===== config.mk =====
export PLATFORM = sky130hd
export DESIGN_NAME = asa_ctrl
export DESIGN_NICKNAME = d
export VERILOG_FILES = /design/src/rtl/asa_pkg.sv /design/src/rtl/asa_ctrl.sv
export SDC_FILE = /design/constraint.sdc
export NUM_CORES = 1
export LEC_CHECK = 0
export ABC_AREA = 0
export BUFFER_PORTS_ARGS = -buffer_cell sky130_fd_sc_hd__buf_4
export CAP_MARGIN = 20
export CORE_ASPECT_RATIO = 0.75
export CORE_MARGIN = 4
export CORE_UTILIZATION = 35
export DETAILED_ROUTE_END_ITERATION = 6
export PLACE_DENSITY_LB_ADDON = 0.1
export SETUP_SLACK_MARGIN = 0.2
export SLEW_MARGIN = 10
export SYNTH_ARGS = -nofsm -noshare
export SYNTH_HDL_FRONTEND = slang
export SYNTH_SLANG_ARGS = --single-unit

===== constraint.sdc =====
create_clock -name clk -period 4.6 [get_ports clk]
set_clock_uncertainty 0.15 [all_clocks]
set_input_delay 0.23 -clock clk [delete_from_list [all_inputs] [get_ports clk]]
set_output_delay 0.23 -clock clk [all_outputs]
set_load 0.1 [all_outputs]

===== src/rtl/asa_pkg.sv =====
// ----------------------------------------------------------------------------
// asa_pkg
// shared constants, codes and controller/datapath command and status types
// ----------------------------------------------------------------------------
package asa_pkg;

  // store geometry
  localparam int MAX_WEIGHTS      = 128;
  localparam int MAX_OBJECTIVES   = 8;
  localparam int SLOTS_PER_REGION = 32;

  // field widths
  localparam int KIND_W = 2;
  localparam int REG_W  = 7;
  localparam int COMP_W = 3;
  localparam int VAL_W  = 32;
  localparam int ID_W   = 8;
  localparam int STAT_W = 2;
  localparam int CNT_W  = 6;
  localparam int SLOT_W = 5;
  localparam int WT_W   = 16;

  // arithmetic widths
  localparam int PROD_W = 48;   // objective times weight
  localparam int D_W    = 51;   // signed dot product accumulator
  localparam int AD_W   = 50;   // magnitude of dot product
  localparam int N_W    = 35;   // squared weight norm
  localparam int SQ_W   = 100;  // squared dot product
  localparam int PR_W   = 135;  // squared dot product times norm
  localparam int MB_W   = 50;   // multiplier operand b

  // configuration
  localparam int NW_W       = 8;
  localparam int NOBJ_W     = 4;
  localparam int CFG_IDX_W  = 2;
  localparam int CFG_DATA_W = 8;
  localparam logic [CFG_IDX_W-1:0] CFG_WEIGHTS    = 2'd0;
  localparam logic [CFG_IDX_W-1:0] CFG_OBJECTIVES = 2'd1;

  // item kinds
  localparam logic [KIND_W-1:0] KIND_WEIGHT = 2'd0;
  localparam logic [KIND_W-1:0] KIND_OBJ    = 2'd1;
  localparam logic [KIND_W-1:0] KIND_DELETE = 2'd2;
  localparam logic [KIND_W-1:0] KIND_CLEAR  = 2'd3;

  // result status
  localparam logic [STAT_W-1:0] ST_DONE      = 2'd0;
  localparam logic [STAT_W-1:0] ST_STORED    = 2'd1;
  localparam logic [STAT_W-1:0] ST_NOT_FOUND = 2'd2;
  localparam logic [STAT_W-1:0] ST_FULL      = 2'd3;

  // result selection
  localparam int RES_W = 3;
  localparam logic [RES_W-1:0] RES_WEIGHT    = 3'd0;
  localparam logic [RES_W-1:0] RES_OBJ       = 3'd1;
  localparam logic [RES_W-1:0] RES_CLEAR     = 3'd2;
  localparam logic [RES_W-1:0] RES_APPEND    = 3'd3;
  localparam logic [RES_W-1:0] RES_NOT_FOUND = 3'd4;
  localparam logic [RES_W-1:0] RES_DELETE    = 3'd5;

  typedef struct packed {
    logic             cap;
    logic             wt_wr;
    logic             vb_wr;
    logic             cnt_clr;
    logic             acc_clr;
    logic             wt_rd;
    logic             acc_en;
    logic             met_first;
    logic             mul1;
    logic             mul2;
    logic             best_upd;
    logic             cnt_rd;
    logic             cnt_rd_best;
    logic             c_load;
    logic             lst_rd;
    logic             lst_rd_sh;
    logic             lst_wr_sh;
    logic             res_en;
    logic [RES_W-1:0] res_sel;
    logic             out_load;
    logic             reg_clr;
    logic             reg_inc;
    logic             k_inc;
    logic             slot_clr;
    logic             slot_inc;
  } cmd_t;

  typedef struct packed {
    logic [KIND_W-1:0] kind;
    logic              last;
    logic              k_end;
    logic              reg_end;
    logic              reg_zero;
    logic              reg_last;
    logic              mul_busy;
    logic              slot_end;
    logic              sh_end;
    logic              match;
    logic              out_free;
  } stat_t;

endpackage


===== src/rtl/asa_ctrl.sv =====
// ----------------------------------------------------------------------------
// asa_ctrl
// sequencer for weight and objective loads, classification, delete and clear
// ----------------------------------------------------------------------------
module asa_ctrl (
  input  logic            clk,
  input  logic            rst_n,
  input  logic            in_valid,
  output logic            in_ready,
  input  asa_pkg::stat_t  st,
  output asa_pkg::cmd_t   cmd
);
  import asa_pkg::*;

  localparam int ST_W = 5;
  localparam logic [ST_W-1:0] S_IDLE     = 5'd0;
  localparam logic [ST_W-1:0] S_DEC      = 5'd1;
  localparam logic [ST_W-1:0] S_CL_START = 5'd2;
  localparam logic [ST_W-1:0] S_CL_RD    = 5'd3;
  localparam logic [ST_W-1:0] S_CL_ACC   = 5'd4;
  localparam logic [ST_W-1:0] S_CL_MET   = 5'd5;
  localparam logic [ST_W-1:0] S_CL_SQ    = 5'd6;
  localparam logic [ST_W-1:0] S_CL_PR    = 5'd7;
  localparam logic [ST_W-1:0] S_CL_NEXT  = 5'd8;
  localparam logic [ST_W-1:0] S_CL_APP   = 5'd9;
  localparam logic [ST_W-1:0] S_DL_CRD   = 5'd10;
  localparam logic [ST_W-1:0] S_DL_CNT   = 5'd11;
  localparam logic [ST_W-1:0] S_DL_RD    = 5'd12;
  localparam logic [ST_W-1:0] S_DL_CMP   = 5'd13;
  localparam logic [ST_W-1:0] S_DL_SH    = 5'd14;
  localparam logic [ST_W-1:0] S_DL_SHW   = 5'd15;
  localparam logic [ST_W-1:0] S_FIN      = 5'd16;

  logic [ST_W-1:0] state_r;
  logic [ST_W-1:0] state_nxt;

  always_ff @(posedge clk) begin
    if (!rst_n) begin
      state_r <= S_IDLE;
    end else begin
      state_r <= state_nxt;
    end
  end

  assign in_ready = state_r == S_IDLE;

  always_comb begin
    cmd       = '0;
    state_nxt = state_r;
    unique case (state_r)
      S_IDLE: begin
        if (in_valid) begin
          cmd.cap   = 1'b1;
          state_nxt = S_DEC;
        end
      end
      S_DEC: begin
        unique case (st.kind)
          KIND_WEIGHT: begin
            cmd.wt_wr   = 1'b1;
            cmd.res_en  = 1'b1;
            cmd.res_sel = RES_WEIGHT;
            state_nxt   = S_FIN;
          end
          KIND_OBJ: begin
            cmd.vb_wr = 1'b1;
            if (!st.last) begin
              cmd.res_en  = 1'b1;
              cmd.res_sel = RES_OBJ;
              state_nxt   = S_FIN;
            end else begin
              cmd.reg_clr = 1'b1;
              state_nxt   = S_CL_START;
            end
          end
          KIND_DELETE: begin
            cmd.reg_clr = 1'b1;
            state_nxt   = S_DL_CRD;
          end
          KIND_CLEAR: begin
            cmd.cnt_clr = 1'b1;
            cmd.res_en  = 1'b1;
            cmd.res_sel = RES_CLEAR;
            state_nxt   = S_FIN;
          end
          default: ;
        endcase
      end
      S_CL_START: begin
        cmd.acc_clr = 1'b1;
        state_nxt   = S_CL_RD;
      end
      S_CL_RD: begin
        if (st.k_end) begin
          state_nxt = S_CL_MET;
        end else begin
          cmd.wt_rd = 1'b1;
          state_nxt = S_CL_ACC;
        end
      end
      S_CL_ACC: begin
        cmd.acc_en = 1'b1;
        cmd.k_inc  = 1'b1;
        state_nxt  = S_CL_RD;
      end
      S_CL_MET: begin
        if (st.reg_zero) begin
          cmd.met_first = 1'b1;
          state_nxt     = S_CL_NEXT;
        end else begin
          cmd.mul1  = 1'b1;
          state_nxt = S_CL_SQ;
        end
      end
      S_CL_SQ: begin
        if (!st.mul_busy) begin
          cmd.mul2  = 1'b1;
          state_nxt = S_CL_PR;
        end
      end
      S_CL_PR: begin
        if (!st.mul_busy) begin
          cmd.best_upd = 1'b1;
          state_nxt    = S_CL_NEXT;
        end
      end
      S_CL_NEXT: begin
        if (st.reg_last) begin
          cmd.cnt_rd      = 1'b1;
          cmd.cnt_rd_best = 1'b1;
          state_nxt       = S_CL_APP;
        end else begin
          cmd.reg_inc = 1'b1;
          state_nxt   = S_CL_START;
        end
      end
      S_CL_APP: begin
        cmd.res_en  = 1'b1;
        cmd.res_sel = RES_APPEND;
        state_nxt   = S_FIN;
      end
      S_DL_CRD: begin
        if (st.reg_end) begin
          cmd.res_en  = 1'b1;
          cmd.res_sel = RES_NOT_FOUND;
          state_nxt   = S_FIN;
        end else begin
          cmd.cnt_rd = 1'b1;
          state_nxt  = S_DL_CNT;
        end
      end
      S_DL_CNT: begin
        cmd.c_load   = 1'b1;
        cmd.slot_clr = 1'b1;
        state_nxt    = S_DL_RD;
      end
      S_DL_RD: begin
        if (st.slot_end) begin
          cmd.reg_inc = 1'b1;
          state_nxt   = S_DL_CRD;
        end else begin
          cmd.lst_rd = 1'b1;
          state_nxt  = S_DL_CMP;
        end
      end
      S_DL_CMP: begin
        if (st.match) begin
          state_nxt = S_DL_SH;
        end else begin
          cmd.slot_inc = 1'b1;
          state_nxt    = S_DL_RD;
        end
      end
      S_DL_SH: begin
        if (st.sh_end) begin
          cmd.res_en  = 1'b1;
          cmd.res_sel = RES_DELETE;
          state_nxt   = S_FIN;
        end else begin
          cmd.lst_rd_sh = 1'b1;
          state_nxt     = S_DL_SHW;
        end
      end
      S_DL_SHW: begin
        cmd.lst_wr_sh = 1'b1;
        cmd.slot_inc  = 1'b1;
        state_nxt     = S_DL_SH;
      end
      S_FIN: begin
        if (st.out_free) begin
          cmd.out_load = 1'b1;
          state_nxt    = S_IDLE;
        end
      end
      default: state_nxt = S_IDLE;
    endcase
  end

endmodule


==> flow_summary_export.csv, run 1 <==
group,metric,value,unit
synthesis,synth_area,850,µm²
global_route,grt_pass1_vias,958,
synthesis,synth-simple-area-share,0.383,
global_route,grt_pass1_wl,4.34,mm
floorplan,rows,15,
finish,final_cells,194,
hold_path,hp-class,"input pin to flip-flop",
sta,relSlewSlack,0.604,
synthesis,netlist.area_leader.share,0.118,
floorplan,io-pin-count,43,
floorplan,die_h,50.7,µm
pwr,power.total,0.261,mW
finish,syn_to_final_growth,39.5,%
cts,post_cts_buffers,0,
synthesis,yosys-top-cells-area,"dfxtp_1 12%, ha_1 7.4%, nor2_1 7.1%",
sta,grt_setup_unrepaired,"no",
sta,slew_violations,0,
pwr,ir_drop,0.182,mV
synthesis,synth_xor_area_frac,0,
finish,fillers,247,
worst_setup_path,cp_data_arrival_time,2.10,ns
synthesis,synth_top_family_by_area,"simple AND/OR/NAND/NOR gates",
synthesis,synth.avg_cell_area,6.91,µm²
worst_setup_path,worstPathRequired,4.22,ns
sta,fin_crit,2.48,ns
synthesis,async_flop_share,0,
worst_setup_path,worstPathMaxFanout,16,
cts,cts.htree.levels,1,
finish,diodes,0,
synthesis,synth.distinct_cells,42,
routing,antenna_left,0,
worst_setup_path,cp-end-kind,"primary output",
sta,post-route-period-util,0.539,
pwr,switching_power,0.136,mW
run_status,status,"finished clean",
placement,dp_cells,190,
finish,final_cell_area,1180,µm²
floorplan,die_w,64.9,µm
global_route,grt_usage,0.164,
synthesis,synth_nets,143,
placement,dp_hpwl,2.16,mm
synthesis,synth_edf_count,0,
routing,vias_per_cell,5.17,
cts,clk_latency,0.24,ns
pwr,seqPwrFrac,0.223,
routing,wl_per_cell,13.8,µm
sta,max_freq,403,MHz
synthesis,synth_top_cell_by_area,"dfxtp_1",
pwr,comb_power_share,0.581,
finish,drive_above_1_share,0.344,
synthesis,synth_flop_cell,"dfxtp_1",
sta,tightestPinTransition,0.593,ns
finish,nNetsFinal,181,
placement,io_buffers,42,
sta,finalHoldViolations,0,
cts,clk_pin_slew_worst_paths,0.05,ns
cts,hold_buffers,0,
synthesis,yosys.area_share.adder,0.0736,
pwr,pwr-share-clk,0.196,
routing,drc_errors,0,
global_route,grt_antenna_before_repair,0,
cts,cts_resized,0,
pwr,power.density,220,nW/µm²
cts,clk_path_buf_depth,2,
finish,largest_reg_flops,5,
placement,pre_cts_ws,2.43,ns
synthesis,synth_compound_area_frac,0.258,
worst_setup_path,timing.setup.critical_path_class,"flip-flop to primary output",
synthesis,synth_seq_cells,5,
sta,setup_violations,0,
routing,wirelength,2.68,mm
floorplan,die_area,3290,µm²
synthesis,ys_warn_count,0,
placement,gp_congestion,0.861,
routing,drtIter0Drc,44,
cts,cts_sinks,5,
floorplan,core-area,2310,µm²
floorplan,initial_core_util,0.368,
global_route,grt_overflow_total,0,
placement,post_dp_cell_area,1160,µm²
synthesis,synth_mux_area_frac,0.0501,
pwr,p_sw_frac,0.522,
pwr,intPower,0.125,mW
sta,setup_ws,2.12,ns
synthesis,synth_cells,123,
cts,cts_root_buffer,"clkbuf_4",
routing,dr.pass1.iters,4,
finish,largest_register,"state_r",
pwr,leakagePower,0.530,nW
worst_setup_path,ff2ff_path_depth,4,
worst_setup_path,start_kind,"flip-flop",
routing,via_count,1003,
synthesis,ys_seq_area_frac,0.118,
finish,reg_top3,"state_r: 5 flops",
hold_path,whs_path_depth,3,
sta,tns,0,ns
global_route,grt_max_degree,20,
cts,cts_tree,"built",
run,max_cap_violations,0,
cts,cts_buffers,3,
worst max-delay path, cell delays in order, from the launching register on:
cell	delay [ns]
dfxtp_1	0.64
nor3b_1	0.48
nand2_1	0.19
o21ai_0	0.23
buf_4	0.32
cells in the mapped netlist (2+ instances only):
library cell,instances
nor2_1,16
mux2_2,2
nand3b_1,3
buf_2,5
buf_4,2
nand2_1,8
nor2b_1,2
o32a_1,2
ha_1,5
dfxtp_1,5
a21oi_1,5
nor4_1,3
nand2b_1,5
inv_1,12
a22oi_1,2
a31oi_1,2
mux2i_1,2
nor3b_1,2
o21ai_0,6
nand3_1,3
and3_1,4
nor3_1,7
cell usage in the layout, fill, tap and decap left out, types with 2 or more instances in the layout:
cell type / netlist / layout
buf_4: 2 / 42
nor2_1: 16 / 16
inv_1: 12 / 12
nand2_1: 8 / 8
nor3_1: 7 / 7
o21ai_0: 6 / 6
nand2b_1: 5 / 5
a21oi_1: 5 / 5
ha_1: 5 / 5
dfxtp_1: 5 / 5
and3_1: 4 / 4
nand3_1: 3 / 3
nand3b_1: 3 / 3
clkbuf_4: 0 / 3
nor4_1: 3 / 2
nor3b_1: 2 / 2
nor2b_1: 2 / 2
mux2_2: 2 / 2
mux2i_1: 2 / 2
a22oi_1: 2 / 2
a31oi_1: 2 / 2
o32a_1: 2 / 2
cell families after synthesis:
group | count (synthesis)
buffers and inverters | 21
AO/OA/AOI/OAI | 29
AND/OR/NAND/NOR | 59
multiplexers | 4
adder cells (fa/ha/maj) | 5
flip-flops | 5
per-layer routing:
layer	GRT usage	routed length, µm	vias to the layer above
li1	-	-	515
met5	0	0	-
met1	0.235	1340	453
met2	0.265	1160	35
met3	0.0268	180	0
met4	0.0105	0	0
final cells by class:
type	instances	area, µm²	share of cell area
Multi-Input combinational cell	97	656	0.553
Tap cell	34	42.5	0.0359
Inverter	12	45.0	0.0380
Sequential cell	5	100	0.0845
Clock buffer	4	26.3	0.0222
Timing Repair Buffer	42	315	0.266
metrics by stage:
step,utilization,hold slack (ns)
after floorplan,-,0.230
after global placement,0.502,0.381
after detailed placement,0.502,0.385
after CTS,0.513,0.124
after global routing,0.513,0.144
final,0.513,0.128
path summary, 6_finish.rpt:
| kind | slack (ns) | from | end |
|---|---|---|---|
| max | 2.12 | state_r[0] | cmd[9] |
| max reg2reg | 2.69 | state_r[0] | state_r[2] |
| min reg2reg | 0.57 | state_r[4] | state_r[2] |
| min | 0.13 | rst_n | state_r[0] |
power groups by stage:
| stage | Sequential [mW] | Clock [mW] | Combinational, mW |
|---|---|---|---|
| final | 0.0582 | 0.0510 | 0.152 |
| after CTS | 0.0577 | 0.0527 | 0.152 |
| after floorplan | 0.0495 | 0 | 0.124 |
| after global routing | 0.0597 | 0.0556 | 0.162 |
| after global placement | 0.0580 | 0 | 0.152 |
| after detailed placement | 0.0583 | 0 | 0.151 |
No activity file was read; power rests on OpenSTA's default activity.
==> run 2: changes to the inputs <==
==> constraint.sdc (replaced) <==
create_clock -name clk -period 2.4 [get_ports clk]
set_clock_uncertainty 0.15 [all_clocks]
set_input_delay 0.12 -clock clk [delete_from_list [all_inputs] [get_ports clk]]
set_output_delay 0.12 -clock clk [all_outputs]
set_load 0.1 [all_outputs]
==> flow_summary_export.csv, run 2 (synthesis gave the netlist of run 1 again) <==
group,metric,value,unit
cts,clk_latency,0.25,ns
global_route,grt_max_degree,14,
finish,finish.utilization,0.596,
placement,post_dp_cell_area,1340,µm²
floorplan,die_h,50.7,µm
global_route,grt_overflow_total,0,
global_route,grt_usage,0.190,
routing,dr.pass1.iters,4,
sta,tightestPinTransition,0.526,ns
finish,largest_reg_flops,5,
routing,vias_per_cell,5.26,
routing,via_count,1051,
finish,largest_register,"state_r",
worst_setup_path,worstPathRequired,2.13,ns
global_route,grt_pass1_vias,1003,
cts,cts_buffers,3,
placement,dp_hpwl,2.37,mm
finish,most-common-layout-cells,"48 x buf_4, 12 x inv_1, 10 x nor2_2",
routing,antenna_left,0,
run,max_cap_violations,0,
global_route,grt_pass1_wl,4.90,mm
finish,syn_to_final_growth,61.9,%
cts,post_cts_buffers,0,
worst_setup_path,worstPathMaxFanout,10,
pwr,leakagePower,0.609,nW
routing,wl_per_cell,14.7,µm
floorplan,die_area,3290,µm²
sta,setup_violations,0,
routing,wirelength,2.93,mm
finish,final_cells,200,
finish,reg_top3,"state_r: 5 flops",
finish,final_common_cell,"buf_4",
floorplan,core-area,2310,µm²
placement,io_buffers,42,
floorplan,rows,15,
routing,drtIter0Drc,41,
worst_setup_path,timing.setup.critical_path_class,"flip-flop to primary output",
sta,finalHoldViolations,0,
sta,grt_setup_unrepaired,"yes",
worst_setup_path,start_kind,"flip-flop",
sta,slew_violations,0,
finish,diodes,0,
sta,setup_ws,0.258,ns
sta,post-route-period-util,0.892,
pwr,ir_drop,0.202,mV
global_route,grt_antenna_before_repair,0,
pwr,power.density,398,nW/µm²
placement,pre_cts_ws,0.388,ns
worst_setup_path,cp-end-kind,"primary output",
floorplan,io-pin-count,43,
placement,gp_congestion,0.922,
cts,cts_tree,"built",
cts,cts.htree.levels,1,
sta,fin_crit,2.14,ns
hold_path,hp-class,"input pin to flip-flop",
floorplan,initial_core_util,0.368,
cts,cts_sinks,5,
sta,max_freq,467,MHz
floorplan,die_w,64.9,µm
cts,clk_pin_slew_worst_paths,0.04,ns
sta,relSlewSlack,0.649,
routing,drc_errors,0,
finish,drive_above_1_share,0.518,
finish,nNetsFinal,187,
run_status,status,"finished clean",
placement,dp_cells,196,
finish,final_cell_area,1380,µm²
cts,cts_root_buffer,"clkbuf_4",
worst_setup_path,cp_data_arrival_time,1.87,ns
cts,clk_path_buf_depth,2,
[run 2: timing repair]
action / 4_1_cts / 5_1_grt
hold buffers: 0 / 0
hold endpoints to repair: 0 / 0
endpoints found under the setup margin: 2 / 3
gates resized for setup: 1 / 3
[run 2: worst paths after layout]
kind,slack (ns),to,depth (start not counted),startpoint
setup / recovery,0.26,cmd[15],5,state_r[4]
setup reg to reg,0.58,state_r[0],4,state_r[1]
hold / removal,0.03,state_r[0],3,rst_n
hold reg to reg,0.64,state_r[3],3,state_r[0]
[run 2: power by group]
group	total, mW	leakage (nW)	switching (mW)	internal (mW)
Combinational	0.342	0.554	0.238	0.105
Sequential	0.103	0.0407	0.0136	0.0890
Clock	0.102	0.0150	0.0390	0.0631
Total	0.547	0.609	0.290	0.257
[run 2: per-stage QoR]
stage | setup TNS, ns | hold slack (ns) | power (mW)
floorplan | -0.566 | 0.120 | 0.355
global placement | 0 | 0.280 | 0.443
detailed placement | 0 | 0.276 | 0.441
CTS | 0 | 0.0190 | 0.548
global route | 0 | 0.0318 | 0.575
finish | 0 | 0.0310 | 0.547
[run 2: area by class of cell]
cell class                 count  area, µm²
sequential                     5        100
inverter                      12       45.0
tap                           34       42.5
multi-input combinational     97        801
clock buffer                   4       26.3
fill                         226        933
timing repair buffer          48        360
[run 2: critical path, cell delays in order, from the launching register on]
cell and delay, ns:
dfxtp_1 0.46, nor2_2 0.27, nand2_1 0.10, or3_1 0.44
inv_1 0.08, buf_4 0.28
[run 2: metal layers]
metal  GRT usage  vias to the layer above  share of wire
met4      0.0526                        0              0
met2       0.289                       43           0.44
li1            -                      527              -
met3      0.0246                        0          0.077
met5           0                        -              0
met1       0.278                      481           0.48
==> run 3: changes to the inputs <==
--- a/config.mk
+++ b/config.mk
@@ -5,10 +5,9 @@
 export SDC_FILE = /design/constraint.sdc
 export NUM_CORES = 1
 export LEC_CHECK = 0
-export ABC_AREA = 0
+export ABC_AREA = 1
 export BUFFER_PORTS_ARGS = -buffer_cell sky130_fd_sc_hd__buf_4
 export CAP_MARGIN = 20
-export CORE_ASPECT_RATIO = 0.75
 export CORE_MARGIN = 4
 export CORE_UTILIZATION = 35
 export DETAILED_ROUTE_END_ITERATION = 6
==> constraint.sdc (replaced) <==
create_clock -name clk -period 2.4 [get_ports clk]
set_clock_uncertainty 0.15 [all_clocks]
set_input_delay 0.24 -clock clk [delete_from_list [all_inputs] [get_ports clk]]
set_output_delay 0.24 -clock clk [all_outputs]
set_load 0.1 [all_outputs]
==> flow_summary_export.csv, run 3 <==
group,metric,value,unit
pwr,p_sw_frac,0.597,
synthesis,synth.distinct_cells,23,
run_status,status,"finished clean",
routing,drtIter0Drc,23,
synthesis,synth_top_cells_by_count,"28 x nand2_1, 28 x nor2_1, 23 x inv_1, 14 x nand3_1, 6 x nand4_1",
pwr,switching_power,0.384,mW
pwr,ir_drop,0.662,mV
sta,tightestPinTransition,0.338,ns
pwr,comb_power_share,0.668,
worst_setup_path,ff2ff_path_depth,7,
synthesis,synth_top_cell_by_area,"nand2_1",
synthesis,synth.avg_cell_area,5.53,µm²
sta,post-route-period-util,0.859,
pwr,intPower,0.259,mW
placement,dp_hpwl,2.15,mm
finish,syn_to_final_growth,58.0,%
synthesis,synth_compound_area_frac,0.111,
floorplan,io-pin-count,43,
worst_setup_path,worstPathMaxFanout,9,
cts,cts.htree.levels,1,
synthesis,synth_mux_area_frac,0,
routing,dr.pass1.iters,6,
synthesis,synth_cells,142,
synthesis,netlist.area_leader.share,0.134,
finish,final_common_cell,"buf_4",
pwr,power.density,518,nW/µm²
worst_setup_path,start_kind,"flip-flop",
placement,io_buffers,42,
synthesis,ys_warn_count,0,
synthesis,synth_nets,162,
routing,wl_per_cell,11.9,µm
finish,nNetsFinal,208,
routing,via_count,1074,
sta,setup_violations,0,
worst_setup_path,timing.setup.critical_path_class,"flip-flop to primary output",
worst_setup_path,reg2reg_to,"state_r[2]",
routing,route.met3.wl,212,µm
cts,clk_latency,0.25,ns
sta,tns,0,ns
finish,final_cells,214,
finish,reg_top3,"state_r: 5 flops",
finish,largest_reg_flops,5,
global_route,grt_antenna_before_repair,0,
sta,grt_setup_unrepaired,"yes",
worst_setup_path,cp-end-kind,"primary output",
finish,largest_register,"state_r",
pwr,leakagePower,0.660,nW
floorplan,die_area,3070,µm²
global_route,grt_usage,0.166,
hold_path,min-delay-start,"rst_n",
global_route,grt_max_degree,11,
routing,drc_errors,0,
synthesis,yosys.area_share.adder,0.0796,
floorplan,rows,16,
cts,hold_buffers,0,
hold_path,hp-class,"input pin to flip-flop",
worst_setup_path,cp_data_arrival_time,1.67,ns
placement,dp_cells,210,
synthesis,yosys-top-cells-area,"nand2_1 13%, nor2_1 13%, dfxtp_1 13%",
synthesis,synth_xor_area_frac,0,
sta,finalHoldViolations,0,
routing,dr_wl_met2,1.21,mm
sta,fin_crit,2.06,ns
finish,most-common-layout-cells,"41 x buf_4, 27 x nand2_1, 22 x inv_1",
synthesis,async_flop_share,0,
finish,drive_above_1_share,0.412,
global_route,grt_pass1_wl,4.27,mm
synthesis,synth_flop_cell,"dfxtp_1",
cts,cts_sinks,5,
floorplan,die_w,55.4,µm
floorplan,die_h,55.4,µm
synthesis,ys_seq_area_frac,0.127,
cts,cts_root_buffer,"clkbuf_4",
synthesis,synth_seq_cells,5,
synthesis,synth_edf_count,0,
finish,diodes,0,
cts,cts_buffers,3,
synthesis,synth_top_family_by_area,"simple AND/OR/NAND/NOR gates",
run,max_cap_violations,0,
floorplan,core-area,2040,µm²
global_route,grt_overflow_total,0,
cts,cts_tree,"built",
worst_setup_path,worstPathRequired,2.01,ns
cts,clk_path_buf_depth,2,
floorplan,initial_core_util,0.385,
routing,vias_per_cell,5.02,
routing,top_layer_used,"met4",
synthesis,synth-simple-area-share,0.533,
routing,antenna_left,0,
global_route,grt_pass1_vias,1022,
worst_setup_path,rr_startpoint,"state_r[2]",
pwr,pwr-share-clk,0.156,
sta,slew_violations,0,
placement,gp_congestion,0.892,
routing,wl_met1,1.10,mm
synthesis,synth_area,786,µm²
sta,relSlewSlack,0.774,
pwr,seqPwrFrac,0.175,
routing,wirelength,2.54,mm
sta,hold_ws,0.0416,ns
worst_setup_path,r2r_setup_slack,0.70,ns
sta,max_freq,485,MHz
cts,clk_pin_slew_worst_paths,0.05,ns
hold_path,hold_end,"state_r[4]",
hold_path,whs_path_depth,3,
==> run 3: cell types whose count changed after synthesis, moves of 3 or more <==
| cell | delta |
|---|---|
| and3_1 | -4 |
| buf_2 | -5 |
| inv_1 | +11 |
| inv_2 | +4 |
| nand2_1 | +20 |
| nand2b_1 | -5 |
| nand3_1 | +11 |
| nand4_1 | +6 |
| nor2_1 | +12 |
| nor3_1 | -3 |
| nor4_1 | -3 |
==> run 3: layout make-up <==
cell class | count | area (µm²)
inverters | 27 | 105
multi-input cells | 108 | 638
fillers | 221 | 801
clock buffers | 4 | 26.3
flip-flops and latches | 5 | 104
repair buffers | 43 | 334
well taps | 27 | 33.8
==> run 3: power by group through the flow <==
stage               logic [mW]  registers, mW  clock network, mW
floorplan                0.324          0.106                  0
CTS                      0.424          0.108              0.104
detailed placement       0.419          0.110                  0
global placement         0.415          0.110                  0
global route             0.462          0.114              0.116
finish                   0.430          0.113              0.101
==> run 3: per-stage QoR <==
stage / worst slack [ns] / power [mW] / util / area [µm²]
global route: 0.174 / 0.692 / 0.608 / 1240
floorplan: -0.267 / 0.429 / - / 848
global placement: 0.452 / 0.525 / 0.583 / 1190
finish: 0.338 / 0.643 / 0.608 / 1240
CTS: 0.184 / 0.636 / 0.599 / 1220
detailed placement: 0.394 / 0.529 / 0.583 / 1190
==> run 3: worst max-delay path by stage <==
stage / start / endpoint / slack (ns) / cells after the start
2_1_floorplan: state_r[1] / cmd[7] / -0.27 / 5
5_1_grt: state_r[1] / cmd[6] / 0.17 / 6
3_3_place_gp: state_r[3] / cmd[9] / 0.45 / 7
4_1_cts: state_r[0] / cmd[6] / 0.18 / 5
3_5_place_dp: st[11] / cmd[9] / 0.39 / 9
6_report: state_r[1] / cmd[6] / 0.34 / 6
==> run 3: layer usage <==
metal  vias to the layer above  global-route usage
li1                        550                   -
met1                       475               0.204
met2                        47               0.287
met3                         2              0.0606
met4                         0              0.0139
met5                         -                   0
==> run 3: repair_timing <==
action / CTS / global route
resized for setup: 2 / 8
setup endpoints to repair: 2 / 9
pin swaps: 0 / 0
setup buffers: 0 / 0
==> run 3: kinds of logic (layout without fill, tap and decap cells) <==
group	Yosys count	count (layout)
fa+ha+maj	5	5
buf+inv	29	74
simple gates	89	89
compound gates	14	14
flops	5	5
==> run 3: worst max-delay path: stages, from the launching register on <==
cell and delay [ns]:
dfxtp_1 0.36, inv_2 0.12, nand2_1 0.09, nor2_2 0.16, nand2_2 0.16, o311ai_2 0.27, buf_6 0.27
